$ cat src/design/counting_event_trigger_table_macros.svh
// assertion macros used by the trigger table design file
`ifndef COUNTING_EVENT_TRIGGER_TABLE_MACROS_SVH
`define COUNTING_EVENT_TRIGGER_TABLE_MACROS_SVH

// same-cycle implication, disabled while reset is asserted
`define CETT_ASSERT_NOW(label, clk, rst_n, ante, cons, msg) \
    label: assert property (@(posedge clk) disable iff (!(rst_n)) \
        (ante) |-> (cons)) else $error(msg);

// next-cycle implication, disabled while reset is asserted
`define CETT_ASSERT_NEXT(label, clk, rst_n, ante, cons, msg) \
    label: assert property (@(posedge clk) disable iff (!(rst_n)) \
        (ante) |=> (cons)) else $error(msg);

`endif

$ cat src/design/cett_pkg.sv
`timescale 1ns / 1ps
// ----------------------------------------------------------------------------
// cett_pkg
// Types and constants of the counting event trigger table.
// ----------------------------------------------------------------------------
package cett_pkg;

    // table geometry
    localparam int TABLE_DEPTH = 16;
    localparam int TAG_WIDTH   = 8;

    // port field widths
    localparam int CNT_DW     = 64;
    localparam int TAG_PORT_W = 8;

    // derived widths
    localparam int CNT_W      = $clog2(TABLE_DEPTH + 1);
    localparam int IDX_W      = (TABLE_DEPTH > 1) ? $clog2(TABLE_DEPTH) : 1;
    localparam int TAG_KEEP_W = (TAG_WIDTH < TAG_PORT_W) ? TAG_WIDTH : TAG_PORT_W;

    // input operation codes
    typedef enum logic [1:0] {
        OP_EVENT = 2'd0,
        OP_SET   = 2'd1,
        OP_ADD   = 2'd2,
        OP_POST  = 2'd3
    } t_op;

    // result kind and status codes
    localparam logic KIND_FIRED  = 1'b0;
    localparam logic KIND_STATUS = 1'b1;
    localparam logic STATUS_OK   = 1'b0;
    localparam logic STATUS_FULL = 1'b1;

    // input word
    typedef struct packed {
        logic [1:0]            op;
        logic                  fail;
        logic [CNT_DW-1:0]     length;
        logic                  count_bytes;
        logic [CNT_DW-1:0]     success_value;
        logic [CNT_DW-1:0]     failure_value;
        logic [CNT_DW-1:0]     threshold;
        logic [TAG_PORT_W-1:0] tag;
    } t_in_word;

    // result word
    typedef struct packed {
        logic                  kind;
        logic [TAG_PORT_W-1:0] fired_tag;
        logic                  status;
        logic [CNT_DW-1:0]     success_total;
        logic [CNT_DW-1:0]     failure_total;
        logic                  last;
    } t_out_word;

endpackage

$ cat src/design/cett_in_if.sv
`timescale 1ns / 1ps
// ----------------------------------------------------------------------------
// cett_in_if
// Valid/ready channel carrying input words of the trigger table.
// ----------------------------------------------------------------------------
interface cett_in_if;
    import cett_pkg::*;

    logic     valid;
    logic     ready;
    t_in_word data;

    modport source (output valid, output data, input ready);
    modport sink   (input valid, input data, output ready);
endinterface

$ cat src/design/cett_out_if.sv
`timescale 1ns / 1ps
// ----------------------------------------------------------------------------
// cett_out_if
// Valid/ready channel carrying result words of the trigger table.
// ----------------------------------------------------------------------------
interface cett_out_if;
    import cett_pkg::*;

    logic      valid;
    logic      ready;
    t_out_word data;

    modport source (output valid, output data, input ready);
    modport sink   (input valid, input data, output ready);
endinterface

$ cat src/design/counting_event_trigger_table.sv
// Sequence: a word is taken in idle; the success then the failure counter update, then
// the total is formed, the table is scanned oldest first and the status word is sent.
// A post skips the counter updates and checks its own threshold instead of a scan.
// No new word is taken until the status word of the last one has been sent.
// Reset: synchronous active low; counters and entry count clear, table contents stay.
`timescale 1ns / 1ps
// ----------------------------------------------------------------------------
// counting_event_trigger_table
// Success/failure counters with a table of pending triggered operations,
// scanned oldest first after each counter change by one shared adder and
// comparator under a small sequencer.
// ----------------------------------------------------------------------------
`include "counting_event_trigger_table_macros.svh"

module counting_event_trigger_table (
    input  logic i_clk,
    input  logic i_rst_n,
    cett_in_if.sink    i_in,
    cett_out_if.source o_out
);
    import cett_pkg::*;

    typedef enum logic [2:0] {
        ST_IDLE,
        ST_UPD_S,
        ST_UPD_F,
        ST_TOTAL,
        ST_POST,
        ST_SCAN,
        ST_STATUS
    } t_state;

    // control and payload registers
    t_state            r_state, n_state;
    t_in_word          r_in, n_in;
    logic [CNT_DW-1:0] r_succ, n_succ;
    logic [CNT_DW-1:0] r_fail, n_fail;
    logic [CNT_DW-1:0] r_total, n_total;
    logic [CNT_W-1:0]  r_count, n_count;
    logic [CNT_W-1:0]  r_rd, n_rd;
    logic [CNT_W-1:0]  r_wr, n_wr;
    logic              r_status, n_status;
    logic              r_out_valid, n_out_valid;
    t_out_word         r_out_data, n_out_data;

    // pending table, no reset: only entries below the count are read
    logic [CNT_DW-1:0]     r_thr [TABLE_DEPTH];
    logic [TAG_KEEP_W-1:0] r_tag [TABLE_DEPTH];

    // table write port
    logic                  tbl_we;
    logic [IDX_W-1:0]      tbl_addr;
    logic [CNT_DW-1:0]     tbl_thr;
    logic [TAG_KEEP_W-1:0] tbl_tag;

    // shared adder and comparator
    logic [CNT_DW-1:0] add_a, add_b, add_sum;
    logic [CNT_DW-1:0] cmp_b;
    logic              hit;
    logic              can_emit;
    logic [IDX_W-1:0]  rd_idx;

    assign rd_idx   = r_rd[IDX_W-1:0];
    assign add_sum  = add_a + add_b;
    assign hit      = (r_total >= cmp_b);
    assign can_emit = !r_out_valid || o_out.ready;

    assign i_in.ready  = (r_state == ST_IDLE);
    assign o_out.valid = r_out_valid;
    assign o_out.data  = r_out_data;

    // sequencer next state
    always_comb begin
        n_state     = r_state;
        n_in        = r_in;
        n_succ      = r_succ;
        n_fail      = r_fail;
        n_total     = r_total;
        n_count     = r_count;
        n_rd        = r_rd;
        n_wr        = r_wr;
        n_status    = r_status;
        n_out_valid = r_out_valid;
        n_out_data  = r_out_data;
        tbl_we      = 1'b0;
        tbl_addr    = r_wr[IDX_W-1:0];
        tbl_thr     = r_thr[rd_idx];
        tbl_tag     = r_tag[rd_idx];
        add_a       = r_succ;
        add_b       = r_fail;
        cmp_b       = (r_state == ST_POST) ? r_in.threshold : r_thr[rd_idx];

        // output word taken
        if (r_out_valid && o_out.ready) begin
            n_out_valid = 1'b0;
        end

        case (r_state)
            ST_IDLE: begin
                if (i_in.valid) begin
                    n_in     = i_in.data;
                    n_status = STATUS_OK;
                    n_state  = (i_in.data.op == OP_POST) ? ST_TOTAL : ST_UPD_S;
                end
            end
            // success counter update
            ST_UPD_S: begin
                add_a = (r_in.op == OP_SET) ? r_in.success_value : r_succ;
                case (r_in.op)
                    OP_EVENT: begin
                        if (r_in.fail) begin
                            add_b = '0;
                        end else if (r_in.count_bytes) begin
                            add_b = r_in.length;
                        end else begin
                            add_b = CNT_DW'(1);
                        end
                    end
                    OP_ADD:  add_b = r_in.success_value;
                    default: add_b = '0;
                endcase
                n_succ  = add_sum;
                n_state = ST_UPD_F;
            end
            // failure counter update
            ST_UPD_F: begin
                add_a = (r_in.op == OP_SET) ? r_in.failure_value : r_fail;
                case (r_in.op)
                    OP_EVENT: add_b = r_in.fail ? CNT_DW'(1) : '0;
                    OP_ADD:   add_b = r_in.failure_value;
                    default:  add_b = '0;
                endcase
                n_fail  = add_sum;
                n_state = ST_TOTAL;
            end
            // total of both counters
            ST_TOTAL: begin
                n_total = add_sum;
                n_rd    = '0;
                n_wr    = '0;
                n_state = (r_in.op == OP_POST) ? ST_POST : ST_SCAN;
            end
            // post: fire at once, reject when full, else append
            ST_POST: begin
                if (hit) begin
                    if (can_emit) begin
                        n_out_valid              = 1'b1;
                        n_out_data.kind          = KIND_FIRED;
                        n_out_data.fired_tag     =
                            TAG_PORT_W'(r_in.tag[TAG_KEEP_W-1:0]);
                        n_out_data.status        = STATUS_OK;
                        n_out_data.success_total = r_succ;
                        n_out_data.failure_total = r_fail;
                        n_out_data.last          = 1'b0;
                        n_state                  = ST_STATUS;
                    end
                end else if (r_count == CNT_W'(TABLE_DEPTH)) begin
                    n_status = STATUS_FULL;
                    n_state  = ST_STATUS;
                end else begin
                    tbl_we   = 1'b1;
                    tbl_addr = r_count[IDX_W-1:0];
                    tbl_thr  = r_in.threshold;
                    tbl_tag  = r_in.tag[TAG_KEEP_W-1:0];
                    n_count  = r_count + CNT_W'(1);
                    n_state  = ST_STATUS;
                end
            end
            // one entry per cycle while the output can take a fired word, oldest first, compacting survivors
            ST_SCAN: begin
                if (r_rd == r_count) begin
                    n_count = r_wr;
                    n_state = ST_STATUS;
                end else if (hit) begin
                    if (can_emit) begin
                        n_out_valid              = 1'b1;
                        n_out_data.kind          = KIND_FIRED;
                        n_out_data.fired_tag     = TAG_PORT_W'(r_tag[rd_idx]);
                        n_out_data.status        = STATUS_OK;
                        n_out_data.success_total = r_succ;
                        n_out_data.failure_total = r_fail;
                        n_out_data.last          = 1'b0;
                        n_rd                     = r_rd + CNT_W'(1);
                    end
                end else begin
                    tbl_we = 1'b1;
                    n_wr   = r_wr + CNT_W'(1);
                    n_rd   = r_rd + CNT_W'(1);
                end
            end
            // closing status word
            ST_STATUS: begin
                if (can_emit) begin
                    n_out_valid              = 1'b1;
                    n_out_data.kind          = KIND_STATUS;
                    n_out_data.fired_tag     = '0;
                    n_out_data.status        = r_status;
                    n_out_data.success_total = r_succ;
                    n_out_data.failure_total = r_fail;
                    n_out_data.last          = 1'b1;
                    n_state                  = ST_IDLE;
                end
            end
            default: begin
                n_state = ST_IDLE;
            end
        endcase
    end

    // state and registered outputs
    always_ff @(posedge i_clk) begin
        if (!i_rst_n) begin
            r_state     <= ST_IDLE;
            r_succ      <= '0;
            r_fail      <= '0;
            r_count     <= '0;
            r_out_valid <= 1'b0;
        end else begin
            r_state     <= n_state;
            r_succ      <= n_succ;
            r_fail      <= n_fail;
            r_count     <= n_count;
            r_out_valid <= n_out_valid;
        end
        r_in       <= n_in;
        r_total    <= n_total;
        r_rd       <= n_rd;
        r_wr       <= n_wr;
        r_status   <= n_status;
        r_out_data <= n_out_data;
    end

    // table write
    always_ff @(posedge i_clk) begin
        if (tbl_we) begin
            r_thr[tbl_addr] <= tbl_thr;
            r_tag[tbl_addr] <= tbl_tag;
        end
    end

    // checks
    `CETT_ASSERT_NOW(a_count_max, i_clk, i_rst_n, 1'b1,
        r_count <= CNT_W'(TABLE_DEPTH), "entry count above table depth")
    `CETT_ASSERT_NOW(a_scan_order, i_clk, i_rst_n, r_state == ST_SCAN,
        (r_wr <= r_rd) && (r_rd <= r_count), "scan pointers out of order")
    `CETT_ASSERT_NEXT(a_count_hold, i_clk, i_rst_n,
        (r_state != ST_SCAN) && (r_state != ST_POST), $stable(r_count),
        "entry count changed outside scan or post")

endmodule

$ cat src/flat_wrapper.sv
// flat-port wrapper written by rule: the top's interface ports become plain ports
module counting_event_trigger_table_flat import cett_pkg::*;
  (i_clk, i_rst_n, i_in_valid, i_in_data, i_in_ready, o_out_valid, o_out_data, o_out_ready);
  cett_in_if i_in_i ();
  cett_out_if o_out_i ();
  input  logic i_clk;
  input  logic i_rst_n;
  input wire logic [$bits(i_in_i.valid)-1:0] i_in_valid;
  input wire logic [$bits(i_in_i.data)-1:0] i_in_data;
  output wire logic [$bits(i_in_i.ready)-1:0] i_in_ready;
  output wire logic [$bits(o_out_i.valid)-1:0] o_out_valid;
  output wire logic [$bits(o_out_i.data)-1:0] o_out_data;
  input wire logic [$bits(o_out_i.ready)-1:0] o_out_ready;
  assign i_in_i.valid = i_in_valid;
  assign i_in_i.data = i_in_data;
  assign i_in_ready = i_in_i.ready;
  assign o_out_valid = o_out_i.valid;
  assign o_out_data = o_out_i.data;
  assign o_out_i.ready = o_out_ready;
  counting_event_trigger_table u_core (.i_clk(i_clk), .i_rst_n(i_rst_n), .i_in(i_in_i), .o_out(o_out_i));
endmodule
$ cat config.mk
export PLATFORM = sky130hd
export DESIGN_NAME = counting_event_trigger_table_flat
export DESIGN_NICKNAME = d
export VERILOG_FILES = /design/src/design/cett_pkg.sv /design/src/design/cett_in_if.sv /design/src/design/cett_out_if.sv /design/src/design/counting_event_trigger_table.sv /design/src/flat_wrapper.sv
export VERILOG_INCLUDE_DIRS = /design/src /design/src/design
export SDC_FILE = /design/constraint.sdc
export NUM_CORES = 2
export LEC_CHECK = 0
export ABC_AREA = 0
export BUFFER_PORTS_ARGS = -buffer_cell sky130_fd_sc_hd__buf_2
export CAP_MARGIN = 0
export CORE_ASPECT_RATIO = 0.7
export CORE_MARGIN = 5
export CORE_UTILIZATION = 45
export CTS_CLUSTER_SIZE = 12
export DETAILED_ROUTE_END_ITERATION = 12
export PLACE_DENSITY = 0.67
export SYNTH_ARGS = -nofsm -noshare
export SYNTH_HDL_FRONTEND = slang
export SYNTH_SLANG_ARGS = --single-unit
$ cat constraint.sdc
create_clock -name i_clk -period 13.29 [get_ports i_clk]
set_input_delay 2.658 -clock i_clk [delete_from_list [all_inputs] [get_ports i_clk]]
set_output_delay 2.658 -clock i_clk [all_outputs]
set_load 0.03 [all_outputs]
==> results.json <==
{
  "io_pins": 413,
  "grt_use_met3": 0.05021,
  "gp_congestion": 0.9719,
  "yosys_register_bits": 1774,
  "setup_tns_ns": 0,
  "whs_ns": 0.4587,
  "fin_nets": 4972,
  "drt_iter0_drc": 5441,
  "grtUsageTotal": 0.2351,
  "portBuffers": 412,
  "grt_antenna_before_repair": 10,
  "drtPass1Iterations": 6,
  "drc": 0,
  "cts_made_buffers": 172,
  "required_ns": 13.69,
  "ff2ff_path_depth": 17,
  "hold_viol": 0,
  "grt_pass1_vias": 41775,
  "synth_top_cell_area_share": 0.6719,
  "cts_resized": 0,
  "syn_area_um2": 72980,
  "start_util": 0.4534,
  "numClockSinks": 1774,
  "wl_mm": 203.8,
  "cp_slowest_cell": "nor2_4",
  "grt.busiest_layer": "met2",
  "clk_latency_ns": 0.82,
  "root_buffer": "clkbuf_16",
  "synth_flop_cell": "edfxtp_1",
  "maxCapViolations": 0,
  "relSlewSlack": 0.09012,
  "synthToLayoutAreaGrowth_pct": 13.11,
  "syn_avg_cell_area_um2": 17.60,
  "syn_nets": 4551,
  "yosysSeqAreaShare": 0.7106,
  "ys_warn_count": 0,
  "worst_slew_pin_slew_ns": 1.346,
  "drive_gt1_frac": 0.2546,
  "setup_viol": 0,
  "cp_common_cell": "buf_4",
  "cts-hold-fix-buffers": 0,
  "synth-async-reset-ratio": 0,
  "path_class": "flop to flop",
  "via_count": 42506,
  "syn-instance-count": 4147,
  "power.density_nw_per_um2": 161.2,
  "grt_pass1_wl_mm": 294.8,
  "grt_overflow": 0,
  "finClkSkew_ns": 0.04162,
  "avgViaCountPerCell": 6.255,
  "crit_fanout": 50,
  "total_leakage_power_nw": 27.69,
  "rsz0062_at_grt": "no",
  "synth_top_cell_by_area": "edfxtp_1",
  "grt_max_degree": 139,
  "met2_usage": 0.3570,
  "start_kind": "flop",
  "post_cts_buffers": 0,
  "fmax_mhz": 107.9,
  "maxSlewViolCount": 0,
  "ir_worst_vdd_mv": 0.1235,
  "grt_use_met1": 0.3458,
  "die-area_um2": 170500,
  "rows": 123,
  "path_cells": "buf_4 > mux4_2 > mux4_2 > mux2i_1 > ha_1 > a21oi_1 > o211ai_1 > a21oi_1 > o21ai_0 > a41oi_1 > a211oi_2 > buf_4 > nor2_4 > buf_4 > o22ai_1 > nor2_4 > buf_4",
  "die_h_um": 346.9,
  "period_share": 0.6973,
  "ys_top_cells_by_area": "edfxtp_1 67%, mux4_2 11%, dfxtp_1 3.9%, ha_1 2.2%, a22oi_1 1.8%",
  "path_clk_slew_ns": 0.06,
  "synthMostInstantiatedCell": "edfxtp_1",
  "slowest_delay_ns": 0.89,
  "end_kind": "flop",
  "cts_buffer_depth": 3,
  "ant_nets": 0,
  "cp_data_arrival_time_ns": 9.67,
  "ys_types": 90,
  "drt-wirelength-per-cell_um": 29.99,
  "fillCellCount": 12769,
  "die_x_um": 491.3,
  "status": "finished, final reports clean",
  "cts_tree": "done",
  "fin_crit_ns": 9.267,
  "core_area_um2": 161000,
  "holdCritStartpoint": "u_core.r_succ[40]$_SDFFE_PN0P_",
  "seq_area_um2": 51870,
  "hpwl_mm": 124.8,
  "worstHoldPathCells": 0,
  "htreeDepth": 4,
  "synth_edf_count": 1633,
  "multi_input_area_um2": 20140,
  "synthTopCellsByCount": "1633 x edfxtp_1, 360 x mux4_2, 255 x nand2_1",
  "hold_path.class": "flop to flop"
}
==> flip-flops by register name, summed over array words and instances (netlist names), 5 cells and up, named ones only <==
register / count
u_core.r_tag: 128
u_core.r_wr: 5
u_core.o_out.data: 138
u_core.r_rd: 5
u_core.r_in: 268
u_core.r_thr: 1024
u_core.r_count: 5
u_core.r_total: 64
u_core.r_succ: 64
u_core.r_fail: 64
==> critical path, delay by kind of cell (launching register included) <==
| kind | cells | cell delay [ns] |
|---|---|---|
| compound gates | 7 | 2.41 |
| fa+ha+maj | 1 | 0.33 |
| buf+inv | 4 | 2.78 |
| flops | 1 | 0.69 |
| mux | 3 | 1.44 |
| simple gates | 2 | 0.98 |
==> metrics by stage <==
step | util | cell area [um^2] | power, mW | setup WS, ns | std cells
2_1_floorplan | - | 72980 | 8.154 | 2.583 | 4147
6_report | 0.5128 | 82550 | 13.31 | 4.023 | 6796
5_1_grt | 0.5128 | 82550 | 13.79 | 3.482 | 6794
4_1_cts | 0.5127 | 82540 | 13.38 | 3.969 | 6791
3_5_place_dp | 0.4815 | 77510 | 8.855 | 3.999 | 6519
3_3_place_gp | 0.4815 | 77510 | 8.812 | 4.192 | 6519
==> cell usage in the layout (no fill, tap or decap), types with 76 or more instances in the layout <==
cell       count
a21oi_1      178
a22oi_1      177
buf_2        412
clkbuf_16    172
dfxtp_1      137
edfxtp_1    1633
ha_1         131
mux2_2        76
mux4_2       360
nand2_1      254
nor2_1       149
o21ai_0      132
==> worst paths after layout <==
kind	to	slack [ns]
max	u_core.r_thr[3][44]$_DFFE_PP_	4.02
min	u_core.o_out.data[105]$_DFFE_PP_	0.46
max reg2reg	u_core.r_thr[3][44]$_DFFE_PP_	4.02
min reg2reg	u_core.o_out.data[105]$_DFFE_PP_	0.46
==> cells by family after synthesis <==
family / synth area share
flops: 0.7106
compound gates: 0.07103
xor+xnor: 0.008160
simple gates: 0.03926
fa+ha+maj: 0.02273
buf+inv: 0.01625
mux: 0.1320
==> power by group <==
part	internal, mW	leakage, nW	switching [mW]
Clock	2.47	2.43	2.08
Sequential	6.61	16.0	0.162
Combinational	0.670	9.27	1.33
Total	9.74	27.7	3.57
==> per-layer routing <==
metal | wire [um] | vias up
met1 | 85400 | 22219
met4 | 5359 | 6
li1 | - | 17700
met3 | 19580 | 304
met2 | 93440 | 2277
met5 | 39 | -
==> cell type report <==
| cell class | instances | area share |
|---|---|---|
| Antenna cell | 5 | 0.0001516 |
| Multi-Input combinational cell | 2091 | 0.2439 |
| Clock buffer | 239 | 0.05555 |
| Timing Repair Buffer | 481 | 0.03216 |
| Clock inverter | 33 | 0.005305 |
| Tap cell | 2125 | 0.03221 |
| Inverter | 48 | 0.002289 |
| Sequential cell | 1774 | 0.6284 |
Power figures use the tool's default switching activity.
